<file path="src/sv/aes_pkg.sv">
// Shared types, constants and GF(2^8) helpers for the AES-128 ECB engine.
package aes_pkg;

  localparam int ROUND_COUNT = 10;
  localparam int RK_IDX_W    = $clog2(ROUND_COUNT + 1);
  localparam int CFG_IDX_W   = 2;
  localparam int CFG_DATA_W  = 64;

  localparam logic [CFG_IDX_W-1:0] CFG_KEY_HIGH = 2'd0;
  localparam logic [CFG_IDX_W-1:0] CFG_KEY_LOW  = 2'd1;

  typedef struct packed {
    logic        operation;
    logic [63:0] block_high;
    logic [63:0] block_low;
    logic [4:0]  valid_bytes;
    logic        last_block;
  } in_req_t;

  typedef struct packed {
    logic [63:0] result_high;
    logic [63:0] result_low;
    logic [4:0]  kept_bytes;
    logic        padding_error;
    logic        last_out;
  } out_rsp_t;

  typedef struct packed {
    logic busy;
  } key_status_t;

  typedef logic [7:0] sbox_tab_t [256];

  function automatic logic [7:0] gf_double(input logic [7:0] v);
    gf_double = {v[6:0], 1'b0} ^ (v[7] ? 8'h1B : 8'h00);
  endfunction

  function automatic logic [7:0] gf_mul(input logic [7:0] a, input logic [7:0] b);
    logic [7:0] acc;
    logic [7:0] x;
    acc = 8'h00;
    x   = a;
    for (int i = 0; i < 8; i++) begin
      if (b[i]) acc = acc ^ x;
      x = gf_double(x);
    end
    gf_mul = acc;
  endfunction

  // Inverse as v^254; only used to build the constant tables.
  function automatic logic [7:0] gf_inv(input logic [7:0] v);
    logic [7:0] acc;
    logic [7:0] base;
    logic [7:0] e;
    acc  = 8'h01;
    base = v;
    e    = 8'd254;
    for (int i = 0; i < 8; i++) begin
      if (e[i]) acc = gf_mul(acc, base);
      base = gf_mul(base, base);
    end
    gf_inv = (v == 8'h00) ? 8'h00 : acc;
  endfunction

  function automatic logic [7:0] rotl8(input logic [7:0] v, input int s);
    rotl8 = (v << s) | (v >> (8 - s));
  endfunction

  function automatic sbox_tab_t build_sbox(input logic inverse);
    sbox_tab_t  t;
    logic [7:0] x;
    logic [7:0] i;
    logic [7:0] s;
    for (int n = 0; n < 256; n++) begin
      x = n[7:0];
      i = gf_inv(x);
      s = i ^ rotl8(i, 1) ^ rotl8(i, 2) ^ rotl8(i, 3) ^ rotl8(i, 4) ^ 8'h63;
      if (inverse) t[s] = x;
      else         t[x] = s;
    end
    build_sbox = t;
  endfunction

  localparam sbox_tab_t SBOX_FWD = build_sbox(1'b0);
  localparam sbox_tab_t SBOX_INV = build_sbox(1'b1);

endpackage

</file>
<file path="src/sv/aes_key.sv">
// Round-key expansion: one 128-bit round key per cycle into an 11-row register file.
module aes_key (
  input  logic                         clk,
  input  logic                         rst_n,
  input  logic                         start,
  input  logic [127:0]                 key,
  input  logic [aes_pkg::RK_IDX_W-1:0] rd_idx,
  output logic [127:0]                 rk,
  output aes_pkg::key_status_t         status
);
  import aes_pkg::*;

  logic [127:0]          rk_r [ROUND_COUNT+1];
  logic [127:0]          cur_r;
  logic [127:0]          nxt;
  logic [RK_IDX_W-1:0]   cnt_r;
  logic [7:0]            rc_r;
  logic                  run_r;
  logic [31:0]           w0, w1, w2, w3, t, n0, n1, n2, n3;

  always_comb begin
    w0 = cur_r[127:96];
    w1 = cur_r[95:64];
    w2 = cur_r[63:32];
    w3 = cur_r[31:0];
    t  = {SBOX_FWD[w3[23:16]], SBOX_FWD[w3[15:8]], SBOX_FWD[w3[7:0]], SBOX_FWD[w3[31:24]]}
         ^ {rc_r, 24'h000000};
    n0 = w0 ^ t;
    n1 = w1 ^ n0;
    n2 = w2 ^ n1;
    n3 = w3 ^ n2;
    nxt = {n0, n1, n2, n3};
  end

  always_ff @(posedge clk) begin
    if (!rst_n) begin
      run_r <= 1'b0;
      cnt_r <= '0;
      rc_r  <= 8'h01;
    end else if (start) begin
      run_r <= 1'b1;
      cnt_r <= RK_IDX_W'(1);
      rc_r  <= 8'h01;
    end else if (run_r) begin
      rc_r  <= gf_double(rc_r);
      cnt_r <= cnt_r + RK_IDX_W'(1);
      if (cnt_r == RK_IDX_W'(ROUND_COUNT)) run_r <= 1'b0;
    end
  end

  always_ff @(posedge clk) begin
    if (start) begin
      rk_r[0] <= key;
      cur_r   <= key;
    end else if (run_r) begin
      rk_r[cnt_r] <= nxt;
      cur_r       <= nxt;
    end
  end

  assign rk          = rk_r[rd_idx];
  assign status.busy = run_r;

endmodule

</file>
<file path="config.mk">
export PLATFORM = sky130hd
export DESIGN_NAME = aes_key
export DESIGN_NICKNAME = d
export VERILOG_FILES = /design/src/sv/aes_pkg.sv /design/src/sv/aes_key.sv
export SDC_FILE = /design/constraint.sdc
export NUM_CORES = 2
export LEC_CHECK = 0
export BUFFER_PORTS_ARGS = -buffer_cell sky130_fd_sc_hd__buf_2
export CAP_MARGIN = 20
export CORE_ASPECT_RATIO = 1.25
export CORE_MARGIN = 10
export CORE_UTILIZATION = 30
export DETAILED_ROUTE_END_ITERATION = 8
export MAX_ROUTING_LAYER = met4
export PLACE_DENSITY_LB_ADDON = 0.2
export SETUP_SLACK_MARGIN = 0.1
export SLEW_MARGIN = 5
export SYNTH_ARGS = -nofsm -noshare
export SYNTH_HDL_FRONTEND = slang
export SYNTH_SLANG_ARGS = --single-unit
</file>
<file path="constraint.sdc">
create_clock -name clk -period 22.7 [get_ports clk]
set_input_delay 0 -clock clk [delete_from_list [all_inputs] [get_ports clk]]
set_output_delay 0 -clock clk [all_outputs]
set_load 0.01 [all_outputs]
</file>
### Word-level counts from Yosys, hierarchy flattened

Memories as Yosys holds them, arrays and structs flattened.
Index checks and enable logic that the tools add are counted.

* register bits after elaboration: 141
* RAM bits: 1408
* memory bits (read-only): 8192
* input port bits: 135
* logic and storage cells: 54
* memories kept: 5

* $add $sub $neg: 1
* order comparisons: 4
* eq/ne operators: 1
* muxes and demuxes: 24
* bitwise logic cells: 11
* reductions and logical operators: 3

Memory list
* (no name shown): words 256, width 8, rd ports 1, clocked after memory_dff 0, wr ports 0, line aes_key.sv:26 `t = {SBOX_FWD[w3[23:16]], SBOX_FWD[w3[15:8]], SBOX_FWD[w3[7:0]], SBOX_FWD[w3[31:24]]}`
* (no name shown): words 256, width 8, rd ports 1, clocked after memory_dff 0, wr ports 0, line aes_key.sv:26
* (no name shown): words 256, width 8, rd ports 1, clocked after memory_dff 0, wr ports 0, line aes_key.sv:26
* (no name shown): words 256, width 8, rd ports 1, clocked after memory_dff 0, wr ports 0, line aes_key.sv:26
* rk_r: words 11, width 128, rd ports 1, clocked after memory_dff 0, wr ports 1, line aes_key.sv:13 `logic [127:0] rk_r [ROUND_COUNT+1];`

Operators by type and width (count)
* 128-bit 2-to-1 mux: 3
* 32-bit XOR: 5
* 128-bit OR reduction: 1
* 8-bit 2-to-1 mux: 8
* 9-bit >= comparator, second input constant: 4
* 8-bit NOT with 9-bit output: 4
* 1-bit 2-to-1 mux: 11
* 8-bit by 5-bit XOR with 8-bit output: 1
* 5-bit 2-to-1 mux: 1
* 4-bit by 1-bit adder with 4-bit output, second input constant: 1
* 4-bit equality test, second input constant: 1
* 4-bit 2-to-1 mux: 1
* 2-bit nonzero test: 1
* 2-bit OR reduction: 1
* 1-bit NOT: 1

### Logic depth before layout (Yosys ltp)

* depth after elaboration: 11
* depth in mapped cells: 16
* depth with buffers taken out: 11

### Least setup slack after synthesis

Ideal clock, no wire load.

* kind: reg2reg
* start point: register run_r, in the netlist status
* end point: memory rk_r[9][0] (enable)
* library setup time: 0.929 ns
* data arrival time: 13.288 ns
* required time: 21.771 ns
* slack: 8.483 ns
* cell stages (with the launch flop): 6
* path through: dfxtp_1 -> nor2b_1 -> clkbuf_1 -> clkbuf_1 -> nand2_1 -> nor4_1

* longest elaborated chain between the ends: 5
* elaborated cells on any way between the ends: 6

Ends and longest elaborated chain
* start: declaration: line aes_key.sv:18 `logic run_r;`
* start signal: assignment: line aes_key.sv:37 `run_r <= 1'b0;`
* start signal: assignment: line aes_key.sv:41 `run_r <= 1'b1;`
* start signal: assignment: line aes_key.sv:47 `if (cnt_r == RK_IDX_W'(ROUND_COUNT)) run_r <= 1'b0;`
* 1-bit 2-to-1 mux *: line aes_key.sv:55 `end else if (run_r) begin`
* 1-bit 2-to-1 mux *: line aes_key.sv:52 `if (start) begin`
* 1-bit 2-to-1 mux (not written as such) *: line aes_key.sv:56 `rk_r[cnt_r] <= nxt;`
* 128-bit OR reduction (no line)
* 4-bit 2-to-1 mux (no line) / 1-bit 2-to-1 mux (equally long branches)
* end: declaration: line aes_key.sv:13

Mark *: on every way between the ends. The rest lies on a longest branch, timed or not.

### Worst setup path in the final report

* start point: register cur_r[24]
* end point: memory rk_r[0][4], data pin

* longest elaborated chain between the ends: 10

Ends and longest elaborated chain
* start: declaration: line aes_key.sv:14 `logic [127:0] cur_r;`
* start signal: assignment: line aes_key.sv:54 `cur_r <= key;`
* start signal: assignment: line aes_key.sv:57 `cur_r <= nxt;`
* 8-bit NOT with 9-bit output (not written as such): line aes_key.sv:26
* memory 256 x 8 bit
* 8-bit 2-to-1 mux (not written as such) (2 in a row): line aes_key.sv:26
* 32-bit XOR: line aes_key.sv:27 `^ {rc_r, 24'h000000};`
* 32-bit XOR: line aes_key.sv:28 `n0 = w0 ^ t;`
* 32-bit XOR: line aes_key.sv:29 `n1 = w1 ^ n0;`
* 32-bit XOR: line aes_key.sv:30 `n2 = w2 ^ n1;`
* 32-bit XOR: line aes_key.sv:31 `n3 = w3 ^ n2;`
* 128-bit 2-to-1 mux (no line)

Every way passes these cells. The select of a mux whose other input is x is not followed.

==> impl_results.md <==
* Switching part of the total at roughly 43%
* Routability congestion estimate at 0.977
* M3 GR Usage at 2.34%
* Post-CTS Setup Inserts at 0
* GR Layer Usage met1 at 26.7%
* Drt pass-1 iters at 6
* Starting density of the core at between 30% and 40%
* Clock Latency Late Sink at 0.81 ns
* Max stage delay on crit path at roughly 0.86 ns
* Hold buffer count at cts at 196
* Most frequent cells in the layout: 1536 x edfxtp_1, 412 x mux4_2, 401 x nand2_1
* Cell Int Power at between 7 and 8 mW
* Startpoint types: flop
* Hold-critical path depth at 4
* Simple logic cell fraction of the synthesized area at 8.21%
* Max-cap violations at 0
* GR peak layer: met2
* Number of setup violations in the final report at 0
* Worst rel slew slack at 26.8%
* Fin. Hold Viols at 0
* Setup TNS at 0 ns
* Residual DRC at 0
* R2r setup slk at 16.96 ns
* Total CTS buffers at between 150 and 200
* Adder-Cell Fraction of Synth Area at between 1 and 1.5%
* Post-synth cell types at 99
* Placed cell area at approximately 81000 sq um
* FILL cells at 24500
* Yosys top cell area share at 60.4%
* Routed Antenna Nets at 0
* Deepest clock path buffer count at 4
* Post-placement worst setup slack at 16.89 ns
* Multiplexer share of the synthesized area at 15.9%
* Via-to-Cell Ratio at 5.63
* Syn Nets at between 5000 and 6000
* CTS clock-pin slew for the worst setup and hold paths at roughly 0.070 ns
* Commonest non-fill, non-tap cell in the layout: edfxtp_1
* Area Growth Syn to Fin at 15.7%
* RSZ-0062 raised after global routing: no
* Vias after detailed routing at 50900
* Slew Limit Fails at 0
* Initial antenna violation count at 34
* Crit-path max FO at 38
* Synth area leaders: edfxtp_1 60%, mux4_2 12%, mux2_2 3.2%, nand2_1 2.0%, o21ai_0 1.8%
* Crit end category: flop
* Hold path endpoint: cur_r[33]
* Minimum clock period at 5.74 ns
* H-tree depth at 4
* Critical path class: flop to flop
* DR WL/cell at roughly 31 microns
* Hold WC Path Type: primary input to flop
* Syn Inst Count at 5205
* Syn Area/Cell at 14.7 sq um
* Global route overflow at 0
* Cts repair resizes at 0
* Die area at 275000 sq um
* Synthesized area at 76400 sq um
* Worst-margin pin slew at about 1.1 ns
* Fmax at around 170 MHz
* #FFs+latches synth at 1549
* Max Clock Skew at 0.0580 ns
* Clk sinks at 1549
* Min-Delay Startpoint: key[33]
* Core box area at approximately 250000 sq um
* CP required at between 20 and 25 ns
* Post-synth ARST share at 0%
* Sequential power share at 30.9%
* Gate power share at approximately half
* Tcrit/Tclk final at 25.3%
* DR iter-0 viols at 5975
* Psw at roughly 5.3 mW
* Vias in the first global route at 50600
* CP Buf/Inv Count at 2
* CP top delay family: XOR/XNOR gates
* Worst reg2reg path depth at 12
* Tightest hold margin at 0.0484 ns
* First-pass GRT wire length at 400000 microns
* Prevailing post-synth register cell: edfxtp_1
* Pleak at 28.9 nW
* Worst vdd ir at approximately 73 uV
* Die Height at 584 microns
* Synth area leader: edfxtp_1
* Largest net degree at the start of global routing at 130
* DP HPWL at 184000 microns
* Post-Synth XOR/XNOR Area at 2.37%
* Slowest-stage cell, CP: ha_1
* Design Area, Final at 88400 sq um
* Largest family of logic cells by synthesized area: multiplexers
* Run status: complete, no violations
* CTS tree: done
* Reg2reg end: rk_r[0][4]
* Worst-path cell chain: buf_4, inv_1, ha_1, nor2b_1, nor2_1, mux4_2, o221ai_1, mux2i_1, xor3_1, xor2_1, xnor2_1, o21ai_1
* PortBufs at 263
* Flip-flop and latch area at roughly 46000 sq um
* Placement Rows at 207
* Drt total wl at 284000 microns
* Share of cells above drive strength 1 at 24.1%
* Post-synthesis compound-gate area fraction at 8.91%
* Footprint of the multi-input gates at 27900 sq um
* Post-synth EDFFs at 1536
* Final Worst Setup Slack at between 15 and 20 ns
* Met2 Resource Use GR at 32.9%
* Clock share of power at 20.1%
* Worst r2r src: cur_r[24]
* Ys Warns at 0
* Nets@finish at 5754
* CTS root buffer: clkbuf_16
* Critical path data arrival time at 6.19 ns
* Pwr dens at 141 nW/um^2
* DIE WIDTH at 471 microns
* Register area share after synthesis at 60.7%
* I/O Pins at approximately 260
* Total global-route track usage at 20.5%
-- cell families after synthesis --
kind of cell / count (synthesis)
DFF: 1549
and+or+nand+nor: 1256
AOI/OAI and AO/OA: 994
muxes: 674
buffers and inverters: 502
xor gates and xnor gates: 168
adders and majority gates: 62
-- through the flow --
| stage | std cells | util, % | power, mW |
|---|---|---|---|
| final | 9040 | 34.8 | 12.4 |
| after global placement | 8532 | 32.1 | 9.84 |
| after detailed placement | 8537 | 32.1 | 9.79 |
| after CTS | 9002 | 34.8 | 12.4 |
| after global routing | 9034 | 34.8 | 13.0 |
| after floorplan | 5205 | - | 7.55 |
-- synth_stat cells (all sizes together), types with 13 or more instances --
library cell and number:
or3 24, o311ai 50, nand3 117, nand2b 118, mux4 412, dfxtp 13, o2111ai 21, nor3b 23
nor2 183, a311oi 45, edfxtp 1536, mux2 221, and2 32, a31oi 45, o221ai 20, nand2 403
o211ai 44, inv 45, clkbuf 243, a21o 19, buf 209, nand4 28, o21ai 280, nor3 97
xor2 51, nor4 28, o22ai 15, nor2b 91, nand3b 18, xnor2 98, a211oi 51, or2 25
mux2i 41, a211o 14, a221oi 15, a32oi 21, ha 62, o31ai 27, and3 35, a21oi 166
a2111oi 22
-- flip-flops by register name, indices dropped and copies added, names as in the netlist --
signal / cells
rc_r: 8
rk_r: 1408
cnt_r: 4
status: 1
cur_r: 128
-- layout make-up --
| cell class | instances | area share, % |
|---|---|---|
| diodes | 26 | 0.0736 |
| clock buffers | 188 | 4.60 |
| clock inverters | 81 | 0.828 |
| inverters | 50 | 0.215 |
| multi-input cells | 3154 | 31.6 |
| flip-flops and latches | 1549 | 52.5 |
| well taps | 3344 | 4.73 |
| repair buffers | 648 | 5.46 |
-- per-layer routing --
layer | wire (microns) | vias up
met5 | 0 | -
met4 | 12600 | 0
met3 | 15500 | 533
met2 | 136000 | 2158
met1 | 120000 | 26700
li1 | - | 21500
-- tightest hold or removal path, delay by kind of cell --
| family | cells | cell delay (ns) |
|---|---|---|
| and+or+nand+nor | 1 | 0.05 |
| AOI/OAI and AO/OA | 1 | 0.06 |
| buffers and inverters | 2 | 0.63 |
-- how the worst max path moves through the flow --
stage / from / endpoint / slack [ns] / cells past startpoint
3_3_place_gp: cur_r[24] / rk_r[2][4] / 16.85 / 12
5_1_grt: cur_r[24] / rk_r[0][4] / 16.67 / 12
4_1_cts: cur_r[9] / rk_r[9][17] / 16.84 / 12
2_1_floorplan: status / rk_r[9][0] / 8.48 / 5
3_5_place_dp: cur_r[9] / rk_r[2][17] / 16.89 / 13
6_report: cur_r[24] / rk_r[0][4] / 16.96 / 12
-- power groups by stage --
stage               sequential, mW  combinational (mW)  clock [mW]
finish                        3.85                6.09        2.50
global route                  3.87                6.43        2.67
CTS                           3.85                6.01        2.56
detailed placement            3.91                5.88           0
global placement              3.90                5.94           0
floorplan                     3.88                3.68           0
(Power assumes the default switching activity.)
